### config.mk
export PLATFORM = sky130hd
export DESIGN_NAME = spq_cell
export DESIGN_NICKNAME = d
export VERILOG_FILES = /design/src/hw/rtl/spq_pkg.sv /design/src/hw/rtl/spq_cell.sv
export SDC_FILE = /design/constraint.sdc
export NUM_CORES = 1
export LEC_CHECK = 0
export BUFFER_PORTS_ARGS = -buffer_cell sky130_fd_sc_hd__buf_2
export CAP_MARGIN = 20
export CORE_MARGIN = 4
export CORE_UTILIZATION = 47
export DETAILED_ROUTE_END_ITERATION = 10
export PLACE_DENSITY = 0.95
export SLEW_MARGIN = 20
export SYNTH_ARGS = -nofsm -noshare
export SYNTH_HDL_FRONTEND = slang
export SYNTH_SLANG_ARGS = --single-unit
### constraint.sdc
create_clock -name aclk -period 11.8 [get_ports aclk]
set_clock_uncertainty 0.05 [all_clocks]
set_input_delay 2.36 -clock aclk [delete_from_list [all_inputs] [get_ports aclk]]
set_output_delay 2.36 -clock aclk [all_outputs]
set_load 0.01 [all_outputs]
### src/hw/rtl/spq_pkg.sv
// ----------------------------------------------------------------------------
// spq_pkg: shared types and constants for the sorted priority queue
// Entry, channel payload and cell control types, command and status codes.
// ----------------------------------------------------------------------------
package spq_pkg;

    localparam int DEPTH   = 64;
    localparam int CNT_W   = $clog2(DEPTH + 1);
    localparam int CAP_W   = 7;
    localparam int OCC_W   = 7;
    localparam int CMP_W   = (CNT_W > CAP_W) ? CNT_W : CAP_W;
    localparam int DATA_W  = 32;

    localparam logic [CAP_W-1:0] CAP_RESET = CAP_W'(64);

    localparam logic CMD_ENQ = 1'b0;
    localparam logic CMD_DEQ = 1'b1;

    localparam logic [1:0] STATUS_DONE  = 2'd0;
    localparam logic [1:0] STATUS_FULL  = 2'd1;
    localparam logic [1:0] STATUS_EMPTY = 2'd2;

    typedef struct packed {
        logic                     cmd;
        logic signed [DATA_W-1:0] item_value;
        logic signed [DATA_W-1:0] prio_value;
    } spq_in_t;

    typedef struct packed {
        logic [1:0]               status;
        logic signed [DATA_W-1:0] out_item;
        logic signed [DATA_W-1:0] out_prio;
        logic [OCC_W-1:0]         occupancy;
    } spq_out_t;

    typedef struct packed {
        logic signed [DATA_W-1:0] item;
        logic signed [DATA_W-1:0] prio;
    } entry_t;

    // Broadcast to every cell: the operation that commits this cycle.
    typedef struct packed {
        logic   enq;
        logic   deq;
        entry_t new_entry;
    } cell_ctl_t;

endpackage

### src/hw/rtl/spq_cell.sv
// ----------------------------------------------------------------------------
// spq_cell: one slot of the sorted shift-register queue
// Holds one entry; on enqueue it keeps, takes the new entry or takes its left
// neighbor's entry; on dequeue it takes its right neighbor's entry.
// ----------------------------------------------------------------------------
module spq_cell (
    input  logic               aclk,
    input  spq_pkg::cell_ctl_t ctl,
    input  logic               occupied,
    input  logic               left_take,
    input  spq_pkg::entry_t    left_entry,
    input  spq_pkg::entry_t    right_entry,
    output logic               take,
    output spq_pkg::entry_t    entry
);
    import spq_pkg::*;

    entry_t entry_reg;
    entry_t entry_next;

    // New entry goes at or before this slot when the slot is free or holds
    // a strictly greater priority; equal priorities stay ahead.
    assign take  = !occupied || (entry_reg.prio > ctl.new_entry.prio);
    assign entry = entry_reg;

    always_comb begin
        entry_next = entry_reg;
        if (ctl.enq) begin
            if (left_take) begin
                entry_next = left_entry;
            end else if (take) begin
                entry_next = ctl.new_entry;
            end
        end else if (ctl.deq) begin
            entry_next = right_entry;
        end
    end

    always_ff @(posedge aclk) begin
        entry_reg <= entry_next;
    end

endmodule
* Word-level counts from Yosys, hierarchy flattened *
Index checks and enable logic that the tools add are counted.

storage, ports and cells
  logic and storage cells = 12
  output and inout bits = 65
  register bits = 64

operators by class
  magnitude comparators = 1
  multiplexer cells = 4
  equality and inequality tests = 1
  reductions and logical operators = 4

operators with widths
  operator                                                         number
  64-bit 2-to-1 mux                                                4
  32-bit greater-than comparator                                   1
  3-bit by 1-bit != test with 1-bit output, second input constant  1
  2-bit AND reduction                                              1
  2-bit nonzero test                                               1
  1-bit zero test                                                  1
  1-bit logical OR                                                 1

* Logic depth before layout (Yosys ltp) *
Gate-level depths: netlist of run 1.

  word-level depth = 5
  mapped depth = 8

* Worst setup path after synthesis of run 1 *
OpenSTA, ideal clock, no wires.

  path type = in2reg
  from = input ctl[31] in the netlist's numbering
  to = register entry_reg (netlist bit entry[0]) (enable)
  arrival = 7.908 ns
  stages = 7
  data required time = 11.185 ns
  library setup time = 0.565 ns
  setup slack = 3.277 ns
  path buffers = 0
  cell sequence = inv_1 -> ha_1 -> nand4_4 -> nor4_4 -> nor3b_2 -> a2111oi_0 -> nor3_1

on the way
  longest elaborated chain between the ends = 4

ends and longest elaborated chain
  what                                                line            source
  start, declared                                     spq_cell.sv:8   input spq_pkg::cell_ctl_t ctl,
  32-bit greater-than comparator                      spq_cell.sv:23  assign take = !occupied || (entry_reg.prio > ctl.new_entry.prio);
  1-bit logical OR                                    spq_cell.sv:23
  3-bit by 1-bit != test with 1-bit output (no line)  -
  2-bit AND reduction (no line)                       -
  end signal, assigned                                spq_cell.sv:40  entry_reg <= entry_next;
  end, declared                                       spq_cell.sv:18  entry_t entry_reg;

Every way passes these cells.
A chain may end at the register's enable or synchronous reset.

* Worst setup path in the final report of run 1 *
  from = input ctl[10] in the netlist's numbering
  to = output take

on the way
  longest elaborated chain between the ends = 2

ends and longest elaborated chain
  what                            line            source
  32-bit greater-than comparator  spq_cell.sv:23
  1-bit logical OR                spq_cell.sv:23
  end, declared                   spq_cell.sv:13  output logic take,

Every way passes these cells.

==> impl_summary.txt, run 1 <==
----------------------------------------------------
[Status]
  Run status ... complete, no violations

[Die]
  Die Ht ... between 100 and 150 um
  Number of placement rows ... 33
  Overall die width ... 102 um
  Core box area ... 8380 um2
  Number of top-level pins ... 262
  Die Footprint ... 10300 um2
  Initial cell density of the core ... 49.1%

[Final layout]
  Max reg flops ... 64
  Number of fill cells in the layout ... 638
  Most frequent standard cell in the layout excluding fill and tap cells ... sky130_fd_sc_hd__buf_2
  Most used cells in the layout excluding fill and tap cells ... sky130_fd_sc_hd__buf_2 (259), sky130_fd_sc_hd__a21oi_1 (78), sky130_fd_sc_hd__nor2_1 (66), sky130_fd_sc_hd__mux2i_1 (64), sky130_fd_sc_hd__edfxtp_1 (64)
  Layout-stage area growth over the synthesis result ... 38.6%
  Filler-free cell count of the finished design ... 771
  Register area ... 1920 um2
  Footprint of the multi-input gates ... 1980 um2
  ANT cells ... 0
  Final-stage net count ... 891
  Share of post-route cells with drive strength above 1 ... 42.2%

[Detailed routing]
  DR DRC count ... 0
  Number of optimization iterations in the first detailed-route pass ... 5
  Average wire length per cell after detail routing ... 16.9 um
  Total vias in the final route ... 4068
  Total wire length ... 13000 um
  Detailed-route vias per instance ... 5.28
  Final ANT Viol Nets ... 0
  DRT iter0 DRCs ... 101

[Critical path]
  Type of origin of the critical path ... primary input
  Required time of the critical path ... ~9.4 ns
  Maximum net fanout on the critical path ... 3
  CP Data Arrival Time ... 4.15 ns
  Worst setup path start ... ctl[10]
  Kind of end point of the critical path ... primary output
  Cell depth of the worst flop-to-flop path ... 8
  Reg-to-Reg Start ... entry[10]
  Path type of the worst setup path ... primary input to primary output

[Yosys]
  Post-synthesis area per instance ... 10.1 um2
  Post-synthesis mux area share ... 15.6%
  Simple-gate portion of the synthesized area ... ~11%
  Synthesized-area fraction occupied by ao, oa, aoi and oai cells ... 11.7%
  Total standard cell area after synthesis ... 4120 um2
  Post-synthesis sequential element count ... 64
  Cell count after synthesis ... 407
  Distinct cell type count after synthesis ... 27
  Combinational family with the most area after synthesis ... multiplexers
  Fraction of synthesized cell area in xor and xnor cells ... 0%
  Synth Warn # ... 0
  Area share of fa/ha/maj cells after synthesis ... 9.72%
  Sequential fraction of the synthesis area ... 46.7%
  Number of synthesized flops with an enable pin ... 64
  Primary flip-flop cell chosen by synthesis mapping ... sky130_fd_sc_hd__edfxtp_1
  Nets in the synthesized netlist ... 636
  Share of async-settable or async-resettable flops after synthesis ... 0%

[Job]
  Max-cap violations ... 0

[Clock network]
  Number of clock sinks seen by CTS ... 64
  Worst-skew pair later-pin latency ... around 0.33 ns
  Postcts setup bufs ... 0
  Clock Path Buffers ... 2
  Root buffer selected by CTS ... sky130_fd_sc_hd__clkbuf_8
  Clock transition at the registers of the reported paths ... 0.07 ns
  Hold-fix buffers at CTS ... 0
  Resized Gates After CTS ... 0
  TritonCTS clock tree ... done
  Maximum level of the CTS H-tree ... 3
  Number of buffers added by the clock tree synthesis step ... 9

[GRT]
  Number of antenna violations at the first check in global routing ... 0
  Global-route congestion overflow total ... 0
  Wire length of the first global-routing pass ... 19300 um
  Vias in the first global route ... 4180
  Global Route Usage Sum ... 24.2%
  Maximum number of pins on one net before global-route repair ... 77

[Timing]
  Unrepaired setup endpoints after global routing ... no
  Rel. slew slack ... ~53%
  Final setup slack of the worst path ... 5.24 ns
  Fin Hold WS ... around 1.4 ns
  Count of endpoints failing setup in the final report ... 0
  Hold Vio Cnt, Final ... 0
  Min Tclk post-route ... 6.56 ns
  Slew at the pin closest to its max-slew limit ... 0.712 ns
  Slew Limit Fails ... 0
  Total negative setup slack ... 0 ns
  Final worst-path cycle share ... 55.6%
  Maximum achievable frequency ... 153 MHz

[Worst hold path]
  Worst hold path type ... flop to flop
  Hold Path Stages ... 6
  Startpoint of the lowest-slack hold path ... entry[31]

[Pwr]
  Worst supply voltage drop on vdd ... just under 0.08 mV
  Pwr dens ... 116 nW/um2
  Leakage power of the design ... 2.90 nW

[Place]
  Worst slack after detailed placement ... 5.28 ns
  Port Buffer Count ... 261
  Instance count after placement with tap cells included ... 756
  Gp weighted congestion ... 0.872
  HPWL after detailed placement ... 10600 um

----------------------------------------------------
-- cell families after synthesis --
family                   count (synthesis)
AND/OR/NAND/NOR                         99
AO/OA/AOI/OAI                           92
multiplexers                            64
flip-flops                              64
buffers and inverters                   56
adder cells (fa/ha/maj)                 32
-- routing by layer --
metal | routed length, um | global-route usage, % | part of all wire [%]
met2 | 6840 | 44.9 | 52
met3 | 1270 | 6.34 | 9.7
met4 | 350 | 9.71 | 2.7
met1 | 4570 | 26.0 | 35
met5 | 0 | 0 | 0
-- synth_stat cells, types with 2 or more instances --
cell type / n / share of area, %
sky130_fd_sc_hd__nand3_1: 6 / 0.73
sky130_fd_sc_hd__nor2_1: 66 / 6.0
sky130_fd_sc_hd__buf_2: 7 / 0.85
sky130_fd_sc_hd__o21ai_0: 7 / 0.85
sky130_fd_sc_hd__a21oi_1: 78 / 9.5
sky130_fd_sc_hd__inv_1: 35 / 3.2
sky130_fd_sc_hd__mux2i_1: 64 / 16
sky130_fd_sc_hd__nor3_1: 3 / 0.36
sky130_fd_sc_hd__ha_1: 32 / 9.7
sky130_fd_sc_hd__nand4_1: 8 / 1.2
sky130_fd_sc_hd__a211oi_1: 2 / 0.36
sky130_fd_sc_hd__nand2_1: 9 / 0.82
sky130_fd_sc_hd__clkbuf_1: 9 / 0.82
sky130_fd_sc_hd__buf_1: 5 / 0.46
sky130_fd_sc_hd__edfxtp_1: 64 / 47
-- where the power goes --
group	total, mW	internal, mW	leakage [nW]	switching [mW]
combinational	0.171	0.0763	2.17	0.0943
clock	0.199	0.116	0.101	0.0827
sequential	0.292	0.282	0.634	0.0106
total	0.662	0.474	2.90	0.188
-- final cells by class --
| class | count | area share, % |
|---|---|---|
| Inverter | 35 | 2.30 |
| Tap cell | 105 | 2.30 |
| Timing Repair Buffer | 265 | 23.5 |
| Multi-Input combinational cell | 287 | 34.7 |
| Clock inverter | 5 | 1.27 |
| Clock buffer | 10 | 2.24 |
| Sequential cell | 64 | 33.7 |
-- worst max-delay path: stages --
cell and delay [ns]:
sky130_fd_sc_hd__buf_2 0.10, sky130_fd_sc_hd__inv_1 0.04, sky130_fd_sc_hd__ha_1 0.33, sky130_fd_sc_hd__a21oi_1 0.16, sky130_fd_sc_hd__nand2_1 0.07, sky130_fd_sc_hd__a221oi_1 0.49, sky130_fd_sc_hd__nor3b_2 0.10, sky130_fd_sc_hd__a211oi_1 0.22
sky130_fd_sc_hd__o21ai_0 0.13, sky130_fd_sc_hd__buf_2 0.15
-- path summary, 6_finish.rpt --
kind | to | slack (ns)
setup / recovery | take | 5.24
setup reg to reg | entry[46] | 8.93
hold / removal | entry[21] | 1.42
hold reg to reg | entry[21] | 1.42
-- stage by stage --
stage	total power, mW	cell area (um2)	utilization [%]
after floorplan	0.387	4120	-
after global placement	0.457	5510	65.7
after detailed placement	0.467	5510	65.7
after CTS	0.666	5710	68.1
after global routing	0.695	5710	68.1
final	0.662	5710	68.1
Power figures use the tool's default switching activity.
==> run 2, diff against run 1 <==
ABC_AREA = 1   (was default)
CORE_UTILIZATION = 39   (was 47)
PLACE_DENSITY = 0.87   (was 0.95)
clock period = 5.8 ns   (was 11.8 ns; I/O delays follow)
==> run 2 against run 1 <==
- worst hold slack worse by 0.36 ns
- core utilization down 13 points
- die area increased by 18%
- final cell count grew 15%
- synthesized cell count increased by 23%
- total power is 96% higher
- synthesized area decreased by 1.1%
- first-iteration DRC count increased by 140%
- flip-flop and latch count is the same
- final area shrank 0.83%
- clock power rose by 86%
- via count increased by 5.9%
- largest power group unchanged
==> impl_summary.txt, run 2 <==
----------------------------------------------------
[Critical path]
  Reg-to-Reg End ... entry[49]
  Reg-to-Reg Start ... entry[23]
  Cell depth of the worst flop-to-flop path ... 12 (+4)
  Type of origin of the critical path ... primary input
  CP Data Arrival Time ... 2.67 ns (-1.48 ns)
  Path type of the worst setup path ... primary input to primary output
  Kind of end point of the critical path ... primary output
  Slack of the worst reg-to-reg path ... 2.73 ns (-6.20 ns)
  Required time of the critical path ... 4.59 ns (-4.80 ns)
  Maximum net fanout on the critical path ... 4 (+1)

[Yosys]
  Simple-gate portion of the synthesized area ... 18.3% (+7.2 points)
  Synthesized-area fraction occupied by ao, oa, aoi and oai cells ... 18.2% (+6.6 points)
  Total standard cell area after synthesis ... 4080 um2 (-1.1%)
  Number of synthesized flops with an enable pin ... 64 (unchanged)
  Post-synthesis area per instance ... 8.15 um2 (-19%)
  Sequential fraction of the synthesis area ... 47.2% (+0.50 points)
  Distinct cell type count after synthesis ... 22 (-19%)
  Share of async-settable or async-resettable flops after synthesis ... 0% (unchanged)
  Area contributors post-synth ... sky130_fd_sc_hd__edfxtp_1 (47%), sky130_fd_sc_hd__ha_1 (9.8%), sky130_fd_sc_hd__nand2_1 (9.3%)
  Combinational family with the most area after synthesis ... simple AND/OR/NAND/NOR gates
  Synth Warn # ... 0 (unchanged)
  Nets in the synthesized netlist ... 729 (+15%)
  Post-synthesis mux area share ... 0% (-16 points)
  Primary flip-flop cell chosen by synthesis mapping ... sky130_fd_sc_hd__edfxtp_1
  Cell count after synthesis ... 500 (+23%)
  Fraction of synthesized cell area in xor and xnor cells ... 0% (unchanged)
  Most used standard cells in the synthesized netlist ... sky130_fd_sc_hd__nand2_1 (101), sky130_fd_sc_hd__nor2_1 (72), sky130_fd_sc_hd__o21ai_0 (70)
  Area share of fa/ha/maj cells after synthesis ... 9.82% (+0.10 points)
  Synth top area share ... 47.2% (+0.50 points)
  Post-synthesis cell type with the largest combined area ... sky130_fd_sc_hd__edfxtp_1
  Most frequent cell after synthesis ... sky130_fd_sc_hd__nand2_1
  Post-synthesis sequential element count ... 64 (unchanged)

[Clock network]
  TritonCTS clock tree ... done
  Resized Gates After CTS ... 0 (unchanged)
  Number of buffers added by the clock tree synthesis step ... 9 (unchanged)
  Root buffer selected by CTS ... sky130_fd_sc_hd__clkbuf_8
  Worst-skew pair later-pin latency ... 0.34 ns (about the same)
  Clock transition at the registers of the reported paths ... 0.08 ns (about the same)
  Number of clock sinks seen by CTS ... 64 (unchanged)
  Maximum level of the CTS H-tree ... 3 (unchanged)
  Postcts setup bufs ... 0 (unchanged)
  Clock Path Buffers ... 2 (unchanged)
  Hold-fix buffers at CTS ... 0 (unchanged)

[Final layout]
  Most frequent standard cell in the layout excluding fill and tap cells ... sky130_fd_sc_hd__buf_2
  Filler-free cell count of the finished design ... 889 (+15%)
  Post-route cell area ... 5660 um2 (-0.83%)
  Most used cells in the layout excluding fill and tap cells ... sky130_fd_sc_hd__buf_2 (261), sky130_fd_sc_hd__nand2_1 (101), sky130_fd_sc_hd__nor2_1 (72), sky130_fd_sc_hd__o21ai_0 (70), sky130_fd_sc_hd__edfxtp_1 (64)
  Layout-stage area growth over the synthesis result ... 38.9%
  Fin util ... 55.3% (-13 points)
  ANT cells ... 0 (unchanged)
  Final-stage net count ... 977 (+9.7%)
  Max reg flops ... 64 (unchanged)
  Number of fill cells in the layout ... 974 (+53%)
  Share of post-route cells with drive strength above 1 ... 38.4% (-3.8 points)

[Detailed routing]
  Total vias in the final route ... 4307 (+5.9%)
  Average wire length per cell after detail routing ... 14.2 um (-16%)
  DR DRC count ... 0 (unchanged)
  DRT iter0 DRCs ... 242 (+140%)
  Detailed-route vias per instance ... 4.84 (-8.2%)
  Number of optimization iterations in the first detailed-route pass ... 4 (-1)
  Total wire length ... 12600 um (-3.0%)
  Final ANT Viol Nets ... 0 (unchanged)

[Worst hold path]
  End point of the most critical hold path ... entry[56]
  Startpoint of the lowest-slack hold path ... right_entry[56]
  Hold Path Stages ... 3 (-3)
  Worst hold path type ... primary input to flop

[Place]
  Port Buffer Count ... 261 (unchanged)
  Gp weighted congestion ... 0.782 (-10%)
  Instance count after placement with tap cells included ... 873 (+15%)
  HPWL after detailed placement ... 9540 um (-9.8%)
  Cell Area, Placed ... 5470 um2 (-0.66%)

[GRT]
  Vias in the first global route ... 3921 (-6.2%)
  Number of antenna violations at the first check in global routing ... 0 (unchanged)
  Global Route Usage Sum ... 19.8% (-4.4 points)
  Maximum number of pins on one net before global-route repair ... 67 (-13%)
  Wire length of the first global-routing pass ... 18500 um (-4.1%)
  Global-route congestion overflow total ... 0 (unchanged)

[Status]
  Run status ... complete, no violations

[Pwr]
  Pwr dens ... 230 nW/um2 (+98%)
  Leakage power of the design ... 2.86 nW (-1.4%)
  Worst supply voltage drop on vdd ... 0.138 mV (+74%)
  Overall power of the completed layout ... 1.30 mW (+96%)

[Timing]
  Slew Limit Fails ... 0 (unchanged)
  Unrepaired setup endpoints after global routing ... no
  Final worst-path cycle share ... 66.9%
  Total negative setup slack ... 0 ns (unchanged)
  Min Tclk post-route ... 3.88 ns
  Rel. slew slack ... 33.2% (-19 points)
  Slew at the pin closest to its max-slew limit ... 1.00 ns (+0.291 ns)
  Count of endpoints failing setup in the final report ... 0 (unchanged)
  Hold Vio Cnt, Final ... 0 (unchanged)
  Maximum achievable frequency ... 258 MHz

[Die]
  Core box area ... 10200 um2 (+22%)
  Die Footprint ... 12100 um2 (+18%)
  Number of placement rows ... 37 (+12%)
  Die Ht ... 110 um (+8.5%)
  Overall die width ... 110 um (+8.5%)
  Number of top-level pins ... 262 (unchanged)
  Initial cell density of the core ... 39.8% (-9.3 points)

[Job]
  Max-cap violations ... 0 (unchanged)

----------------------------------------------------
-- run 2: cell count changes after synthesis, moves of 3 or more --
cell,before,now
sky130_fd_sc_hd__buf_2,7,0
sky130_fd_sc_hd__clkbuf_1,9,24
sky130_fd_sc_hd__nor2_1,66,72
sky130_fd_sc_hd__nand3_1,6,3
sky130_fd_sc_hd__nand2_1,9,101
sky130_fd_sc_hd__nor3_1,3,0
sky130_fd_sc_hd__o21ai_0,7,70
sky130_fd_sc_hd__nand4_1,8,2
sky130_fd_sc_hd__o21ai_1,0,60
sky130_fd_sc_hd__mux2i_1,64,0
sky130_fd_sc_hd__inv_1,35,41
sky130_fd_sc_hd__a21oi_1,78,14
-- run 2: stage by stage --
step | hold slack, ns | setup slack, ns
6_report | 1.05 | 1.92
5_1_grt | 1.04 | 1.77
4_1_cts | 1.03 | 1.93
3_5_place_dp | 1.35 | 1.82
3_3_place_gp | 1.34 | 1.85
2_1_floorplan | 1.30 | 1.81
-- run 2: how the worst max path moves through the flow --
stage | startpoint | end | slack (ns) | cells past startpoint
2_1_floorplan | ctl[31] | entry[0] | 1.81 | 12
6_report | ctl[31] | take | 1.92 | 12
3_3_place_gp | ctl[15] | entry[50] | 1.85 | 15
4_1_cts | ctl[31] | take | 1.93 | 12
3_5_place_dp | ctl[15] | entry[50] | 1.82 | 15
5_1_grt | ctl[23] | take | 1.77 | 12
-- run 2: layout make-up --
cell class | count | area, um2 | share of cell area, %
repair buffers | 264 | 1330 | 23.5
inverters | 43 | 163 | 2.87
well taps | 136 | 170 | 3.01
clock buffers | 10 | 128 | 2.25
flip-flops and latches | 64 | 1920 | 33.9
multi-input cells | 366 | 1890 | 33.4
clock inverters | 6 | 60.1 | 1.06
-- run 2: where the power goes --
part	internal (mW)	switching, mW
logic	0.145	0.191
registers	0.574	0.0198
clock network	0.196	0.174
total	0.915	0.385
-- run 2: metal layers --
metal | GRT usage, % | wire length (um)
met4 | 5.98 | 246
met2 | 34.8 | 6360
met3 | 5.71 | 1260
met5 | 0 | 0
met1 | 23.3 | 4760
-- run 2: kinds of logic (layout without fill, tap and decap cells) --
group,Yosys count,after routing
AO/OA/AOI/OAI,147,147
adder cells (fa/ha/maj),32,32
buffers and inverters,70,323
flip-flops,64,64
AND/OR/NAND/NOR,187,187
-- run 2: worst max-delay path: stages --
cell and delay, ns:
sky130_fd_sc_hd__buf_2 0.10, sky130_fd_sc_hd__inv_1 0.04, sky130_fd_sc_hd__ha_1 0.34, sky130_fd_sc_hd__nand2_2 0.09
sky130_fd_sc_hd__nor2_4 0.12, sky130_fd_sc_hd__nand2_2 0.06, sky130_fd_sc_hd__inv_2 0.05, sky130_fd_sc_hd__nand4_1 0.08
sky130_fd_sc_hd__or3_1 0.33, sky130_fd_sc_hd__nand3_2 0.10, sky130_fd_sc_hd__nand2_1 0.05, sky130_fd_sc_hd__buf_2 0.14
